[src/hdl/psu_pkg.sv]
// Shared types, constants and register codes for the PNG scanline unfilter.
// No dependencies; imported by the top level, psu_regs and psu_predict.
package psu_pkg;

    // Line store geometry
    localparam int MAX_ROW_BYTES = 16384;
    localparam int COL_W         = $clog2(MAX_ROW_BYTES);
    localparam int ROW_W         = 15;
    localparam int BPP_W         = 3;

    // Configuration port
    localparam int ADDR_W        = 3;
    localparam int DATA_W        = 32;
    localparam logic REG_BPP       = 1'b0;
    localparam logic REG_ROW_BYTES = 1'b1;

    // Filter types
    localparam logic [2:0] FILT_NONE  = 3'd0;
    localparam logic [2:0] FILT_SUB   = 3'd1;
    localparam logic [2:0] FILT_UP    = 3'd2;
    localparam logic [2:0] FILT_AVG   = 3'd3;
    localparam logic [2:0] FILT_PAETH = 3'd4;

    typedef struct packed {
        logic [BPP_W-1:0] bpp;
        logic [ROW_W-1:0] row_bytes;
    } t_cfg;

    // One byte travelling from the front stage to the reconstruct stage
    typedef struct packed {
        logic             is_filter;
        logic [7:0]       data_byte;
        logic [2:0]       filt;
        logic [1:0]       bpp_sel;
        logic             has_left;
        logic             first_row;
        logic             last;
        logic [COL_W-1:0] col;
    } t_item;

endpackage

[src/hdl/psu_regs.sv]
// Configuration registers behind an APB-style port: pixel size and row length.
// Depends on psu_pkg.
module psu_regs import psu_pkg::*; (
    input  logic              i_clk,
    input  logic              i_rst_n,
    input  logic              psel,
    input  logic              penable,
    input  logic              pwrite,
    input  logic [ADDR_W-1:0] paddr,
    input  logic [DATA_W-1:0] pwdata,
    output logic [DATA_W-1:0] prdata,
    output logic              pready,
    output t_cfg              o_cfg
);

    logic [BPP_W-1:0] r_bpp;
    logic [ROW_W-1:0] r_row_bytes;
    logic             wr_en;
    logic             reg_sel;

    assign pready  = 1'b1;
    assign reg_sel = paddr[2];
    assign wr_en   = psel && penable && pwrite;

    // Register writes
    always_ff @(posedge i_clk) begin
        if (!i_rst_n) begin
            r_bpp       <= BPP_W'(1);
            r_row_bytes <= ROW_W'(1);
        end else if (wr_en) begin
            unique case (reg_sel)
                REG_BPP:       r_bpp       <= pwdata[BPP_W-1:0];
                REG_ROW_BYTES: r_row_bytes <= pwdata[ROW_W-1:0];
                default: ;
            endcase
        end
    end

    // Read back
    always_comb begin
        unique case (reg_sel)
            REG_BPP:       prdata = {{(DATA_W-BPP_W){1'b0}}, r_bpp};
            REG_ROW_BYTES: prdata = {{(DATA_W-ROW_W){1'b0}}, r_row_bytes};
            default:       prdata = '0;
        endcase
    end

    assign o_cfg.bpp       = r_bpp;
    assign o_cfg.row_bytes = r_row_bytes;

endmodule

[config.mk]
export PLATFORM = sky130hd
export DESIGN_NAME = psu_regs
export DESIGN_NICKNAME = d
export VERILOG_FILES = /design/src/hdl/psu_pkg.sv /design/src/hdl/psu_regs.sv
export SDC_FILE = /design/constraint.sdc
export NUM_CORES = 1
export LEC_CHECK = 0
export ABC_AREA = 1
export BUFFER_PORTS_ARGS = -buffer_cell sky130_fd_sc_hd__buf_2
export CORE_UTILIZATION = 30
export CTS_CLUSTER_SIZE = 14
export DETAILED_ROUTE_END_ITERATION = 6
export PLACE_DENSITY = 0.65
export SYNTH_ARGS = -nofsm -noshare
export SYNTH_HDL_FRONTEND = slang
export SYNTH_SLANG_ARGS = --single-unit
export TNS_END_PERCENT = 100
[constraint.sdc]
create_clock -name i_clk -period 1.31 [get_ports i_clk]
set_input_delay 0.1965 -clock i_clk [delete_from_list [all_inputs] [get_ports i_clk]]
set_output_delay 0.1965 -clock i_clk [all_outputs]
set_load 0.02 [all_outputs]
==> metrics, run 1 <==
post-route setup TNS=0 ns; post-DR vias/cell=3.85; first-pass GRT wire length=3.44 mm; placed instance count=260; antenna violations before repair=0; max cap viols=0; fin crit share=0.857; Residual DRC=0; CTS root buffer=clkbuf_4; fin. max-slew vios=0; clock latency on the worst-skew pair=0.28 ns; Internal=0.749 mW; post-synthesis sequential area ratio=0.347; total power=1.09 mW; CTS tree=built; Max VDD drop=0.000626 V; DIE AREA=3700 sq um; switching pwr=0.342 mW; Setup Buffers After CTS=0; area grow syn2layout=24.7%; Yosys cell types=13; unrepaired setup endpoints after global routing=false; Critical Path Start Type=flop; num ports=91; clock sink total=18; Syn Area/Cell=6.14 sq um; Clock Skew=0 ns; critical path class=reg -> out; # hold bufs at CTS=0; area occupied by multi-input gates=464 sq um; clock slew seen by the registers of the worst setup and hold paths=0.09 ns; Hold Path Origin=pwdata[0]; Syn Std Cell Area=1040 sq um; combinational share of power=0.229; Initial DRC Count=53; NumNets Final=261; Reg power frac=0.531; Area contributors post-synth=dfxtp_1 (35%), nand2_1 (14%), buf_4 (14%); Critical Path RT=1.11 ns; LEAKAGE=0.845 nW; wire per inst=8.37 microns; CTS buffer count=3; CTS H-tree lvls=1; largest net degree at the start of global routing=19; area occupied by registers=360 sq um; worst-path fanout max=3; synth warn=0; Fmax achieved=891 MHz; Std-Cell Rows=20; Worst Slack Setup Final=0.188 ns; Fillers=365; Placer Congestion=0.700; area leader, netlist=dfxtp_1; r2r startpoint=r_row_bytes[13]$_SDFFE_PN0P_; DP Worst Slack=0.168 ns; run status=completed; core area=3180 sq um; CP arrival=0.93 ns; via count=1013; 1st-pass router iterations=4; CP Capture Type=output pin; Starting Density=0.327; DIE HEIGHT=60.8 microns; Antenna Diode Count=0; total gr overflow=0; min cycle time layout=1.12 ns; Crit. Startpoint=r_bpp[1]$_SDFFE_PN0P_; Sw Share=0.314; antenna-violating nets left=0; Clock Power Share=0.240; share of layout cells above drive strength 1=0.283; Hold Crit Class=in -> reg; DIE WIDTH=60.8 microns; PD cells=843 nW/um^2; synthesized flop and latch total=18; GRT Overall Usage=0.125; wirelength, routed=2.20 mm; dpl hpwl=1.67 mm; final setup fails=0; Yosys top cell area share=0.347; final hold violation count=0; post-route insts no fill=263; post-CTS sizing=0; PortBufs=53; CTS Buffer Depth=2; vias in the first global route=789; Syn Inst Count=169
## routing by layer
layer | wire, microns | track usage
met1 | 1020 | 0.148
met2 | 1040 | 0.223
met3 | 128 | 0.0448
met4 | 8 | 0.0195
met5 | 0 | 0
## sequential cells by signal (all words and copies together), names as in the netlist
register     cells
r_bpp            3
r_row_bytes     15
## synthesized netlist by cell type
| library cell | count |
|---|---|
| clkbuf_1 | 3 |
| nand2_1 | 40 |
| o21ai_1 | 2 |
| buf_4 | 19 |
| nor2_2 | 1 |
| inv_2 | 1 |
| conb_1 | 2 |
| nor2_4 | 1 |
| nor2_1 | 33 |
| nand3_1 | 19 |
| buf_2 | 3 |
| dfxtp_1 | 18 |
| inv_1 | 27 |
## power groups by stage
| stage | Clock, mW | Combinational, mW | Sequential (mW) |
|---|---|---|---|
| detailed placement | 0 | 0.251 | 0.592 |
| global placement | 0 | 0.250 | 0.592 |
| CTS | 0.282 | 0.251 | 0.580 |
| global route | 0.304 | 0.282 | 0.583 |
| finish | 0.262 | 0.250 | 0.579 |
| floorplan | 0 | 0.190 | 0.615 |
## cell usage in the layout, fill, tap and decap left out
cell / count
buf_4: 3
inv_2: 1
dfxtp_1: 18
buf_2: 53
o21ai_1: 2
nand2_1: 40
inv_1: 27
clkbuf_4: 3
nor2_2: 1
nor2_4: 1
nand3_1: 19
conb_1: 18
nor2_1: 33
## logic make-up after synthesis
family,share of synthesized area
other,0.00723
and+or+nand+nor,0.372
buffers and inverters,0.264
DFF,0.347
AOI/OAI and AO/OA,0.00964
## cell type report
class | count | share of cell area
timing repair buffer | 56 | 0.222
sequential | 18 | 0.278
clock buffer | 3 | 0.0174
inverter | 28 | 0.0812
multi-input combinational | 114 | 0.358
tap | 44 | 0.0425
## critical path: stages (launching register included)
cell     delay [ns]
dfxtp_1        0.36
nand2_1        0.07
nand2_1        0.05
buf_2          0.16
## path summary, 6_finish.rpt
path,cells past startpoint,slack (ns),to
worst max-delay path,3,0.19,prdata[1]
worst max register to register,2,0.72,r_row_bytes[13]$_SDFFE_PN0P_
worst min register to register,2,0.50,r_row_bytes[9]$_SDFFE_PN0P_
worst min-delay path,3,0.14,r_row_bytes[0]$_SDFFE_PN1P_
## per-stage QoR
step                      hold slack (ns)   util  cell area, sq um
final                               0.143  0.407              1290
after global routing                0.125  0.407              1290
after CTS                           0.127  0.407              1290
after detailed placement            0.433  0.400              1270
after global placement              0.434  0.400              1270
after floorplan                     0.323      -              1100
(Power assumes the default switching activity.)
==> run 2, diff against run 1 <==
--- a/config.mk
+++ b/config.mk
@@ -7,6 +7,7 @@
 export LEC_CHECK = 0
 export ABC_AREA = 1
 export BUFFER_PORTS_ARGS = -buffer_cell sky130_fd_sc_hd__buf_2
+export CORE_MARGIN = 2
 export CORE_UTILIZATION = 30
 export CTS_CLUSTER_SIZE = 14
 export DETAILED_ROUTE_END_ITERATION = 6
==> metrics, run 2 (synthesis results as in run 1) <==
fin area=1320 sq um; post-CTS sizing=0; min cycle time layout=1.13 ns; antenna violations before repair=0; clock slew seen by the registers of the worst setup and hold paths=0.11 ns; Antenna Diode Count=0; worst-path fanout max=3; CP arrival=0.93 ns; CTS tree=built; Starting Density=0.311; max reg flops=15; post-route setup TNS=0 ns; unrepaired setup endpoints after global routing=false; 1st-pass router iterations=2; largest net degree at the start of global routing=19; GRT Overall Usage=0.123; Critical Path RT=1.11 ns; LEAKAGE=0.857 nW; max cap viols=0; placed cell area=1280 sq um; hold depth=3; r2r endpoint=r_row_bytes[5]$_SDFFE_PN0P_; Crit. Startpoint=r_bpp[2]$_SDFFE_PN0P_; worst r2r path cells=2; DIE WIDTH=62.8 microns; fin crit share=0.863; Worst R2R Setup Slack=0.70 ns; Fmax achieved=884 MHz; Clock Power Share=0.293; run status=completed; critical path class=reg -> out; wirelength, routed=2.29 mm; CP Capture Type=output pin; DP Worst Slack=0.161 ns; total gr overflow=0; switching pwr=0.363 mW; antenna-violating nets left=0; clock latency on the worst-skew pair=0.28 ns; Clock Skew=0 ns; most frequent cells in the layout=buf_2 (53), nand2_1 (40), nor2_1 (33), inv_1 (27), nand3_1 (19); leading cell type in the layout, fill and taps excluded=buf_2; Worst Slack Setup Final=0.179 ns; first-pass GRT wire length=3.99 mm; core area=3340 sq um; PD cells=892 nW/um^2; Std-Cell Rows=21; Sw Share=0.308; Setup Buffers After CTS=0; DIE AREA=3950 sq um; total power=1.18 mW; PortBufs=53; area grow syn2layout=27.0%; CTS root buffer=clkbuf_4; via count=1025; CTS H-tree lvls=1; # hold bufs at CTS=0; Initial DRC Count=15; Max VDD drop=0.000401 V; clock sink total=18; post-DR vias/cell=3.84; Internal=0.814 mW; num ports=91; Residual DRC=0; combinational share of power=0.215; CTS Buffer Depth=2; share of layout cells above drive strength 1=0.290; r2r startpoint=r_row_bytes[5]$_SDFFE_PN0P_; Placer Congestion=0.769; Critical Path Start Type=flop; largest registers=r_row_bytes: 15 flops, r_bpp: 3 flops; NumNets Final=262; Setup crit end=prdata[2]; final hold violation count=0; wire per inst=8.58 microns; dpl hpwl=1.77 mm; fin. max-slew vios=0; Hold Crit Class=in -> reg; Reg power frac=0.492; final setup fails=0; vias in the first global route=918; Most flops, register=r_row_bytes; CTS buffer count=3; DIE HEIGHT=62.8 microns
-- run 2: metrics by stage --
| step | cells | hold WS [ns] | util |
|---|---|---|---|
| floorplan | 185 | 0.323 | - |
| global placement | 263 | 0.429 | 0.384 |
| detailed placement | 263 | 0.430 | 0.384 |
| CTS | 267 | 0.123 | 0.395 |
| global route | 267 | 0.130 | 0.395 |
| finish | 267 | 0.131 | 0.395 |
-- run 2: routing by layer --
metal | GRT usage | share of wire | vias to the layer above
li1 | - | - | 560
met5 | 0 | 0 | -
met2 | 0.227 | 0.49 | 33
met4 | 0.0250 | 0.0044 | 0
met1 | 0.139 | 0.44 | 430
met3 | 0.0360 | 0.065 | 2
-- run 2: critical path: stages (launching register included) --
cell and delay [ns]:
dfxtp_1 0.38, nand2_1 0.06, nand2_1 0.05, buf_2 0.15
-- run 2: worst min-delay path by stage --
stage                    from                     endpoint
finish              pwdata[0]        r_bpp[0]$_SDFFE_PN1P_
global route        pwdata[0]  r_row_bytes[0]$_SDFFE_PN1P_
CTS                 pwdata[0]  r_row_bytes[0]$_SDFFE_PN1P_
detailed placement  pwdata[0]  r_row_bytes[0]$_SDFFE_PN1P_
global placement    pwdata[0]  r_row_bytes[0]$_SDFFE_PN1P_
floorplan           pwdata[0]  r_row_bytes[0]$_SDFFE_PN1P_
-- run 2: cell type report --
class | instances | area (sq um)
timing repair buffer | 57 | 295
sequential | 18 | 360
tap | 46 | 57.6
multi-input combinational | 114 | 464
fill | 391 | 2020
inverter | 28 | 105
clock buffer | 4 | 36.3
-- run 2: power by group through the flow --
| stage | combinational [mW] | sequential (mW) | clock (mW) |
|---|---|---|---|
| finish | 0.253 | 0.579 | 0.344 |
| global route | 0.283 | 0.583 | 0.381 |
| CTS | 0.256 | 0.580 | 0.359 |
| detailed placement | 0.255 | 0.593 | 0 |
| global placement | 0.254 | 0.592 | 0 |
| floorplan | 0.190 | 0.615 | 0 |
