**src/hdl/psu_pkg.sv**
```systemverilog
// Shared types, constants and register codes for the PNG scanline unfilter.
// No dependencies; imported by the top level, psu_regs and psu_predict.
package psu_pkg;

    // Line store geometry
    localparam int MAX_ROW_BYTES = 16384;
    localparam int COL_W         = $clog2(MAX_ROW_BYTES);
    localparam int ROW_W         = 15;
    localparam int BPP_W         = 3;

    // Configuration port
    localparam int ADDR_W        = 3;
    localparam int DATA_W        = 32;
    localparam logic REG_BPP       = 1'b0;
    localparam logic REG_ROW_BYTES = 1'b1;

    // Filter types
    localparam logic [2:0] FILT_NONE  = 3'd0;
    localparam logic [2:0] FILT_SUB   = 3'd1;
    localparam logic [2:0] FILT_UP    = 3'd2;
    localparam logic [2:0] FILT_AVG   = 3'd3;
    localparam logic [2:0] FILT_PAETH = 3'd4;

    typedef struct packed {
        logic [BPP_W-1:0] bpp;
        logic [ROW_W-1:0] row_bytes;
    } t_cfg;

    // One byte travelling from the front stage to the reconstruct stage
    typedef struct packed {
        logic             is_filter;
        logic [7:0]       data_byte;
        logic [2:0]       filt;
        logic [1:0]       bpp_sel;
        logic             has_left;
        logic             first_row;
        logic             last;
        logic [COL_W-1:0] col;
    } t_item;

endpackage

```
**src/hdl/psu_predict.sv**
```systemverilog
// Reconstruct stage: neighbor history, filter predictor and the final add.
// Depends on psu_pkg; prior-row byte comes from the line store read port.
module psu_predict import psu_pkg::*; (
    input  logic       i_clk,
    input  logic       i_rst_n,
    input  t_item      i_item,
    input  logic       i_retire,
    input  logic [7:0] i_prior,
    output logic [7:0] o_pixel
);

    logic [7:0] r_left [4];
    logic [7:0] r_uleft [4];
    logic [7:0] a, b, c, pred;
    logic [8:0] avg_sum;
    logic signed [9:0] pa, pb, pc;
    logic signed [9:0] da, db, dc;

    // Neighbors; zero near row start and on the first row
    assign a = i_item.has_left ? r_left[i_item.bpp_sel] : 8'd0;
    assign b = i_item.first_row ? 8'd0 : i_prior;
    assign c = (i_item.has_left && !i_item.first_row) ? r_uleft[i_item.bpp_sel] : 8'd0;

    // Paeth distances: |p-a| = |b-c|, |p-b| = |a-c|, |p-c| = |a+b-2c|
    assign da = $signed({2'b00, b}) - $signed({2'b00, c});
    assign db = $signed({2'b00, a}) - $signed({2'b00, c});
    assign dc = da + db;
    assign pa = (da < 0) ? -da : da;
    assign pb = (db < 0) ? -db : db;
    assign pc = (dc < 0) ? -dc : dc;

    assign avg_sum = {1'b0, a} + {1'b0, b};

    always_comb begin
        case (i_item.filt)
            FILT_SUB:   pred = a;
            FILT_UP:    pred = b;
            FILT_AVG:   pred = avg_sum[8:1];
            FILT_PAETH: begin
                if (pa <= pb && pa <= pc) begin
                    pred = a;
                end else if (pb <= pc) begin
                    pred = b;
                end else begin
                    pred = c;
                end
            end
            default:    pred = 8'd0;
        endcase
    end

    assign o_pixel = i_item.data_byte + pred;

    // History shift on each retired data byte, cleared by a filter byte
    always_ff @(posedge i_clk) begin
        if (!i_rst_n) begin
            for (int i = 0; i < 4; i++) begin
                r_left[i]  <= 8'd0;
                r_uleft[i] <= 8'd0;
            end
        end else if (i_retire) begin
            if (i_item.is_filter) begin
                for (int i = 0; i < 4; i++) begin
                    r_left[i]  <= 8'd0;
                    r_uleft[i] <= 8'd0;
                end
            end else begin
                for (int i = 1; i < 4; i++) begin
                    r_left[i]  <= r_left[i-1];
                    r_uleft[i] <= r_uleft[i-1];
                end
                r_left[0]  <= o_pixel;
                r_uleft[0] <= b;
            end
        end
    end

endmodule

```
**config.mk**
```make
export PLATFORM = sky130hd
export DESIGN_NAME = psu_predict
export DESIGN_NICKNAME = d
export VERILOG_FILES = /design/src/hdl/psu_pkg.sv /design/src/hdl/psu_predict.sv
export SDC_FILE = /design/constraint.sdc
export NUM_CORES = 1
export LEC_CHECK = 0
export ABC_CLOCK_PERIOD_IN_PS = 7900
export BUFFER_PORTS_ARGS = -buffer_cell sky130_fd_sc_hd__buf_2
export CORE_MARGIN = 2
export CORE_UTILIZATION = 55
export CTS_CLUSTER_DIAMETER = 200
export DETAILED_ROUTE_END_ITERATION = 10
export HOLD_SLACK_MARGIN = 0.08
export PLACE_DENSITY = 0.87
export SYNTH_ARGS = -nofsm -noshare
export SYNTH_HDL_FRONTEND = slang
export SYNTH_SLANG_ARGS = --single-unit
export TNS_END_PERCENT = 1
```
**constraint.sdc**
```tcl
create_clock -name i_clk -period 7.9 [get_ports i_clk]
set_input_delay 0 -clock i_clk [delete_from_list [all_inputs] [get_ports i_clk]]
set_output_delay 0 -clock i_clk [all_outputs]
set_load 0.02 [all_outputs]
```
==> results.sh, run 1 <==
export IMPL_status="finished, violations left"
export IMPL_violations="setup timing"
export IMPL_clk_transition_reported_paths_ns=0.07
export IMPL_synthTopCellsByArea="edfxtp_1 24%, ha_1 13%, mux4_2 6.0%"
export IMPL_synthesis_area_um2=6040
export IMPL_nNetsFinal=856
export IMPL_htreeDepth=3
export IMPL_finalInstanceArea_um2=7039
export IMPL_worst_slack_ns=-0.3515
export IMPL_antenna_found_initial=0
export IMPL_sequentialPowerShare=0.220
export IMPL_drt_first_iter_violations=466
export IMPL_cp_slowest_cell="mux4_2"
export IMPL_crit_arrival_ns=8.25
export IMPL_slew_headroom=0.2031
export IMPL_start_util=0.5596
export IMPL_cts_buffer_depth=2
export IMPL_drv_cap=0
export IMPL_hold_slack_ns=0.1180
export IMPL_grt_pass1_vias=5474
export IMPL_clock_latency_ns=0.36
export IMPL_wl_um=15910
export IMPL_route_detailed_drc=0
export IMPL_avgSynthCellArea_um2=8.934
export IMPL_wl_met3_um=924
export IMPL_cts_tree="done"
export IMPL_drt_met1_wl_um=6182
export IMPL_synth_distinct_cells=64
export IMPL_path_class="register to output port"
export IMPL_dpl_worst_slack_ns=-0.2402
export IMPL_vias=5326
export IMPL_ios=50
export IMPL_period_share=1.044
export IMPL_synthCells=676
export IMPL_placed_cell_area_um2=6496
export IMPL_synth_edff_count=48
export IMPL_power_mw=1.753
export IMPL_power_switching_uw=734.6
export IMPL_yosysMostFrequentCell="ha_1"
export IMPL_ant_nets=0
export IMPL_track_usage=0.2791
export IMPL_overflow=0
export IMPL_route_detailed_vias_per_inst=5.978
export IMPL_syn_to_final_growth_pct=16.55
export IMPL_grt_setup_unrepaired="true"
export IMPL_drive_gt1_frac=0.2091
export IMPL_dieWidth_um=108.8
export IMPL_worstPathMaxFanout=5
export IMPL_dieArea_um2=11840
export IMPL_cp_start_kind="register"
export IMPL_synth_common_cells="65 x ha_1, 64 x inv_1, 63 x nor2_1"
export IMPL_p_int_mw=1.019
export IMPL_synth_top_cell_area_share=0.2387
export IMPL_yosysSeqAreaShare=0.2917
export IMPL_top_layer="met4"
export IMPL_p_comb_frac=0.625
export IMPL_core_um2=10790
export IMPL_async_flop_share=0
export IMPL_slowest_delay_ns=0.49
export IMPL_synth_ff_type="edfxtp_1"
export IMPL_switching_share=0.4190
export IMPL_max_freq_ghz=0.1212
export IMPL_min_delay_start="i_item[29]"
export IMPL_diodes=0
export IMPL_slew_viol_final=0
export IMPL_clkPwrFrac=0.155
export IMPL_ys_warn_count=0
export IMPL_critPathRequiredTime_ns=7.90
export IMPL_wl_met2_um=8361
export IMPL_synth_top_area_cell="edfxtp_1"
export IMPL_hold_viol=0
export IMPL_worstMarginPinSlew_ns=1.195
export IMPL_crit_start="r_left[0][0]"
export IMPL_path_common_cell="buf_4"
export IMPL_irDropWorstVdd_mv=0.1714
export IMPL_cts_buffers=9
export IMPL_synth_seq_cells=64
export IMPL_dr_pass1_iters=6
export IMPL_setup_violations=8
export IMPL_cts_root_buffer="clkbuf_8"
export IMPL_clock_sinks=64
export IMPL_dp_hpwl_um=11390
export IMPL_die_h_um=108.8
export IMPL_io_buffers=34
export IMPL_layout_min_cycle_time_ns=8.252
export IMPL_skew_ns=0.01097
export IMPL_p_leak_nw=3.090
export IMPL_grt_pass1_wl_um=25720
export IMPL_r2r_start="r_left[0][0]"
export IMPL_min_path_type="input pin to register"
export IMPL_wl_per_cell_um=17.85
export IMPL_routabilityCongestion=0.9759
export IMPL_crit_path_end_kind="output port"
export IMPL_rows=38
export IMPL_p_per_area_nw_per_um2=249.1
export IMPL_grt_max_degree=49
## final timing paths
kind,depth (start not counted),to,slack (ns)
worst min register to register,1,r_uleft[1][5],0.56
worst max-delay path,41,o_pixel[7],-0.35
worst max register to register,42,r_left[0][5],-0.12
worst min-delay path,4,r_left[0][7],0.12
## routing by layer
layer,vias up,global-route usage
met2,229,0.5219
met3,37,0.03527
met1,2529,0.3262
met5,-,0
li1,2531,-
met4,0,0.09890
## power groups by stage
stage	Sequential (mW)	Clock [mW]	Combinational [mW]
4_1_cts	0.385	0.269	1.06
2_1_floorplan	0.389	0	0.735
3_5_place_dp	0.392	0	0.976
3_3_place_gp	0.391	0	0.944
5_1_grt	0.387	0.283	1.21
6_report	0.385	0.272	1.10
## metrics by stage
stage | cells | TNS, ns | utilization
finish | 891 | -1.587 | 0.6522
global route | 891 | -4.692 | 0.6522
CTS | 890 | -0.5973 | 0.6468
detailed placement | 854 | -0.7747 | 0.6019
global placement | 854 | -0.1676 | 0.6019
floorplan | 678 | 0 | -
## flip-flops by register name, indices dropped and copies added, names as in the netlist
signal,count
r_left,32
r_uleft,32
## cells by family after synthesis
family,after synthesis,synth area share
XOR/XNOR,49,0.07355
AO/OA/AOI/OAI,144,0.1583
AND/OR/NAND/NOR,228,0.1858
other,2,0.001243
flip-flops,64,0.2917
adder cells (fa/ha/maj),72,0.1516
multiplexers,26,0.07748
buffers and inverters,91,0.06029
## layout make-up
class	instances	area (um2)
multi-input combinational	523	4101
sequential	64	1762
timing repair buffer	84	580.6
fill	798	3754
clock inverter	4	45.04
clock buffer	12	135.1
inverter	64	240.2
tap	140	175.2
## worst max-delay path, delay by kind of cell, from the launching register on
family | cells | cell delay, ns
adder cells (fa/ha/maj) | 7 | 1.94
XOR/XNOR | 3 | 0.34
AND/OR/NAND/NOR | 4 | 0.41
flip-flops | 1 | 0.41
AO/OA/AOI/OAI | 18 | 3.11
buffers and inverters | 7 | 0.91
multiplexers | 2 | 0.75
## cell usage in the layout (no fill, tap or decap), types with 18 or more instances in the layout
cell	n
buf_2	29
o22ai_1	18
inv_1	61
a21oi_1	26
xor2_1	18
ha_1	61
and2_1	43
xnor2_1	21
nor2_1	62
nand2_1	61
edfxtp_1	48
buf_4	47
## repair_timing
item                                    CTS  global route
resized for setup                        38            13
pin swaps                                37            19
hold buffers                              6             0
endpoints found under the setup margin    8            11
hold endpoints to repair                  7             0
buffers inserted                         14             1
Note: power is estimated with default switching activity, not from simulation.
==> inputs of run 2 (changes only) <==
- ABC_AREA: unset -> 1
==> results.sh, run 2 <==
export IMPL_cts_root_buffer="clkbuf_16"
export IMPL_yosysMostFrequentCell="nand2_1"
export IMPL_dieArea_um2=12440
export IMPL_start_util=0.5595
export IMPL_min_path_type="input pin to register"
export IMPL_slowest_delay_ns=0.55
export IMPL_die_h_um=111.5
export IMPL_synth_ff_type="edfxtp_1"
export IMPL_synth_distinct_cells=51
export IMPL_setup_violations=0
export IMPL_finalInstanceArea_um2=7107
export IMPL_placed_cell_area_um2=6695
export IMPL_synth_edff_count=48
export IMPL_crit_arrival_ns=7.51
export IMPL_syn_to_final_growth_pct=11.72
export IMPL_status="finished clean"
export IMPL_drt_first_iter_violations=547
export IMPL_layout_commonest_cell="nand2_1"
export IMPL_ys_warn_count=0
export IMPL_p_per_area_nw_per_um2=256.0
export IMPL_yosysSeqAreaShare=0.2769
export IMPL_fillCellCount=944
export IMPL_cp_top_family="adder cells"
export IMPL_grt_max_degree=49
export IMPL_wl_um=15770
export IMPL_post_route_util=0.6251
export IMPL_drv_cap=0
export IMPL_track_usage=0.2540
export IMPL_rows=39
export IMPL_diodes=0
export IMPL_grt_pass1_wl_um=25920
export IMPL_period_share=0.9503
export IMPL_power_mw=1.820
export IMPL_avgSynthCellArea_um2=7.076
export IMPL_drive_gt1_frac=0.1257
export IMPL_crit_path_end_kind="output port"
export IMPL_antenna_found_initial=0
export IMPL_dp_hpwl_um=11790
export IMPL_io_buffers=34
export IMPL_p_leak_nw=3.503
export IMPL_fin_cells=1090
export IMPL_grt_pass1_vias=5634
export IMPL_reg_top3="r_left (32), r_uleft (32)"
export IMPL_core_um2=11370
export IMPL_path_class="register to output port"
export IMPL_nNetsFinal=1052
export IMPL_cts_buffers=9
export IMPL_overflow=0
export IMPL_cts_tree="done"
export IMPL_clk_transition_reported_paths_ns=0.05
export IMPL_cts_buffer_depth=2
export IMPL_max_freq_ghz=0.1332
export IMPL_worstMarginPinSlew_ns=1.101
export IMPL_path_common_cell="inv_1"
export IMPL_final_cell_mix="196 x nand2_1, 155 x inv_1, 77 x a21oi_1, 77 x nor2_1, 65 x ha_1"
export IMPL_synth_top_area_cell="edfxtp_1"
export IMPL_synth_common_cells="200 x nand2_1, 155 x inv_1, 78 x a21oi_1"
export IMPL_slew_viol_final=0
export IMPL_synthesis_area_um2=6361
export IMPL_routabilityCongestion=0.9393
export IMPL_cp_buffers_inverters=8
export IMPL_worstPathMaxFanout=6
export IMPL_cp_slowest_cell="fa_1"
export IMPL_synthTopCellsByArea="edfxtp_1 23%, ha_1 13%, nand2_1 12%"
export IMPL_vias=5996
export IMPL_slew_headroom=0.2634
export IMPL_route_detailed_vias_per_inst=5.501
export IMPL_synthCells=899
export IMPL_critPathRequiredTime_ns=7.90
export IMPL_synth_top_cell_area_share=0.2266
export IMPL_synth_seq_cells=64
export IMPL_wl_per_cell_um=14.47
export IMPL_route_detailed_drc=0
export IMPL_ios=50
export IMPL_dieWidth_um=111.5
export IMPL_irDropWorstVdd_mv=0.1826
export IMPL_layout_min_cycle_time_ns=7.507
export IMPL_clock_sinks=64
export IMPL_cp_start_kind="register"
export IMPL_hold_viol=0
export IMPL_skew_ns=0.006164
export IMPL_htreeDepth=3
export IMPL_async_flop_share=0
export IMPL_dpl_cell_count=1067
export IMPL_clock_latency_ns=0.33
export IMPL_dr_pass1_iters=5
export IMPL_ant_nets=0
[run 2: cell types whose count changed after synthesis, moves of 11 or more]
cell     delta
nand2_1   +138
o21a_1     -12
nand2_2    +13
nor2_1     +14
mux4_2     -16
a21oi_1    +45
o21ai_0    +27
o22ai_1    -15
xnor2_1    -21
inv_1      +91
nand3_1    +39
and2_1     -45
a21o_1     -11
[run 2: per-stage QoR]
stage	hold slack [ns]	TNS, ns	setup WS, ns
global route	0.1224	-0.1764	-0.08914
finish	0.08548	0	0.3927
detailed placement	0.3812	0	0.3423
CTS	0.08800	0	0.2038
floorplan	0.1979	0	0.9407
global placement	0.3730	0	0.4708
[run 2: what timing repair did]
action	4_1_cts	5_1_grt
resized for setup	0	12
endpoints found under the setup margin	0	7
buffers inserted	0	5
hold buffers	2	0
endpoints found under the hold margin	5	0
[run 2: final timing paths]
check	from	to	slack, ns	cells past startpoint
setup / recovery	r_uleft[0][0]	o_pixel[6]	0.39	38
hold / removal	i_prior[3]	r_uleft[0][3]	0.09	3
setup reg to reg	r_uleft[0][0]	r_left[0][6]	0.66	39
hold reg to reg	r_left[2][5]	r_left[2][5]	0.46	2
[run 2: metal layers]
metal,global-route usage,vias up,wire [um]
met4,0.09712,0,596
met1,0.3277,2687,6641
li1,-,3020,-
met3,0.03647,34,1092
met5,0,-,0
met2,0.4337,255,7437
[run 2: layout make-up]
class                      instances  area (um2)  area share
clock buffer                      13       260.3     0.03662
tap                              143       178.9     0.02518
clock inverter                     3       42.54    0.005986
sequential                        64        1762      0.2479
timing repair buffer              52       310.3     0.04366
multi-input combinational        655        3950      0.5558
inverter                         160       603.1     0.08486
[run 2: cells by family (layout without fill, tap and decap cells)]
logic type | Yosys count | in the layout | synth area share
adders and majority gates | 68 | 68 | 0.1373
AOI/OAI and AO/OA | 168 | 168 | 0.1528
buffers and inverters | 182 | 228 | 0.1113
xor gates and xnor gates | 34 | 34 | 0.04681
DFF | 64 | 64 | 0.2769
other | 2 | 4 | 0.001181
and+or+nand+nor | 381 | 381 | 0.2736
[run 2: report_power, final]
group,internal [mW],switching (mW)
Combinational,0.377,0.654
Sequential,0.386,0.00864
Clock,0.261,0.133
Total,1.02,0.796
[run 2: worst register-to-register path, delay by kind of cell, from the launching register on]
kind / cells / cell delay [ns]
fa+ha+maj: 6 / 2.16
compound gates: 11 / 1.99
simple gates: 12 / 1.44
buf+inv: 8 / 0.72
xor+xnor: 2 / 0.46
flops: 1 / 0.32
==> inputs of run 3 (changes only) <==
- CTS_BUF_LIST: unset -> sky130_fd_sc_hd__clkbuf_4 sky130_fd_sc_hd__clkbuf_8
==> results.sh, run 3 (synthesis results as in run 2) <==
export IMPL_slew_viol_final=0
export IMPL_worst_slack_ns=0.3981
export IMPL_final_cell_mix="196 x nand2_1, 154 x inv_1, 77 x a21oi_1, 77 x nor2_1, 65 x ha_1"
export IMPL_setup_violations=0
export IMPL_cts_buffer_depth=2
export IMPL_htreeDepth=3
export IMPL_grt_max_degree=49
export IMPL_irDropWorstVdd_mv=0.1782
export IMPL_syn_to_final_growth_pct=10.52
export IMPL_ios=50
export IMPL_grt_pass1_vias=5640
export IMPL_diodes=0
export IMPL_ant_nets=0
export IMPL_clk_transition_reported_paths_ns=0.07
export IMPL_routabilityCongestion=0.9393
export IMPL_drv_cap=0
export IMPL_dieArea_um2=12440
export IMPL_antenna_found_initial=0
export IMPL_die_h_um=111.5
export IMPL_skew_ns=0.005721
export IMPL_min_path_type="input pin to register"
export IMPL_drt_first_iter_violations=531
export IMPL_cp_start_kind="register"
export IMPL_slowest_delay_ns=0.55
export IMPL_vias=6029
export IMPL_cp_slowest_cell="fa_1"
export IMPL_dr_pass1_iters=5
export IMPL_fin_cells=1092
export IMPL_r2r_cells=39
export IMPL_fillCellCount=969
export IMPL_overflow=0
export IMPL_r2r_slack_ns=0.67
export IMPL_track_usage=0.2513
export IMPL_layout_min_cycle_time_ns=7.502
export IMPL_p_per_area_nw_per_um2=244.3
export IMPL_start_util=0.5595
export IMPL_placed_cell_area_um2=6695
export IMPL_route_detailed_vias_per_inst=5.521
export IMPL_dpl_cell_count=1067
export IMPL_dpl_worst_slack_ns=0.3423
export IMPL_status="finished clean"
export IMPL_critPathRequiredTime_ns=7.90
export IMPL_endpoint="o_pixel[6]"
export IMPL_wl_per_cell_um=14.28
export IMPL_dieWidth_um=111.5
export IMPL_core_um2=11370
export IMPL_slew_headroom=0.2471
export IMPL_fin_setup_tns_ns=0
export IMPL_crit_path_end_kind="output port"
export IMPL_io_buffers=34
export IMPL_grt_pass1_wl_um=25820
export IMPL_crit_arrival_ns=7.50
export IMPL_clock_sinks=64
export IMPL_hold_slack_ns=0.09679
export IMPL_cts_buffers=9
export IMPL_power_mw=1.717
export IMPL_cts_root_buffer="clkbuf_8"
export IMPL_max_freq_ghz=0.1333
export IMPL_post_route_util=0.6184
export IMPL_path_class="register to output port"
export IMPL_path_depth=38
export IMPL_cp_top_family="adder cells"
export IMPL_rr_endpoint="r_left[0][6]"
export IMPL_clock_latency_ns=0.34
export IMPL_period_share=0.9496
export IMPL_p_leak_nw=3.472
export IMPL_layout_commonest_cell="nand2_1"
export IMPL_worstMarginPinSlew_ns=1.125
export IMPL_r2r_start="r_uleft[0][0]"
export IMPL_hold_viol=0
export IMPL_cp_buffers_inverters=8
export IMPL_wl_um=15600
export IMPL_reg_top3="r_left (32), r_uleft (32)"
export IMPL_worstPathMaxFanout=6
export IMPL_rows=39
export IMPL_route_detailed_drc=0
export IMPL_finalInstanceArea_um2=7030
export IMPL_path_common_cell="inv_1"
export IMPL_dp_hpwl_um=11790
export IMPL_cts_tree="done"
export IMPL_crit_start="r_uleft[0][0]"
export IMPL_drive_gt1_frac=0.1296
export IMPL_nNetsFinal=1054
==> run 3: changes by cell type in the layout (fill, tap and decap cells not counted) <==
cell | before | now
buf_4 | 16 | 17
clkbuf_1 | 2 | 0
clkbuf_16 | 9 | 0
clkbuf_4 | 0 | 2
clkbuf_8 | 2 | 11
dlygate4sd3_1 | 2 | 3
inv_1 | 155 | 154
inv_2 | 3 | 4
==> run 3: how the worst min path moves through the flow <==
stage | from | to | slack [ns] | cells after the start
floorplan | i_item[15] | r_uleft[0][4] | 0.20 | 1
global placement | i_item[30] | r_left[2][4] | 0.37 | 4
detailed placement | i_item[30] | r_left[2][1] | 0.38 | 4
CTS | i_prior[6] | r_uleft[0][6] | 0.08 | 3
global route | i_item[15] | r_uleft[0][4] | 0.11 | 2
finish | i_item[15] | r_uleft[0][4] | 0.1 | 2
==> run 3: cell type report <==
| class | instances | area (um2) | area share |
|---|---|---|---|
| flip-flops and latches | 64 | 1762 | 0.2506 |
| multi-input cells | 655 | 3950 | 0.5618 |
| clock buffers | 13 | 166.4 | 0.02367 |
| inverters | 160 | 603.1 | 0.08578 |
| clock inverters | 3 | 42.54 | 0.006051 |
| well taps | 143 | 178.9 | 0.02545 |
| repair buffers | 54 | 327.8 | 0.04663 |
==> run 3: power by group <==
group | switching [mW] | total, mW | internal [mW]
clock network | 0.119 | 0.289 | 0.170
logic | 0.656 | 1.03 | 0.379
registers | 0.00875 | 0.394 | 0.385
total | 0.784 | 1.72 | 0.933
==> run 3: routing by layer <==
metal | global-route usage | vias up | part of all wire
met4 | 0.08889 | 0 | 0.035
met5 | 0 | - | 0
li1 | - | 3021 | -
met1 | 0.3259 | 2723 | 0.43
met3 | 0.03865 | 37 | 0.063
met2 | 0.4289 | 248 | 0.47
==> run 3: timing repair <==
item,in CTS,in global routing
gates resized for setup,0,13
setup endpoints to repair,0,7
endpoints found under the hold margin,6,0
hold buffers,3,0
setup buffers,0,6
==> run 3: worst reg2reg max path: cells and delay by family, from the launching register on <==
family	cells	cell delay [ns]
adder cells (fa/ha/maj)	6	2.16
AO/OA/AOI/OAI	11	2.01
AND/OR/NAND/NOR	12	1.45
buffers and inverters	8	0.69
XOR/XNOR	2	0.48
flip-flops	1	0.32
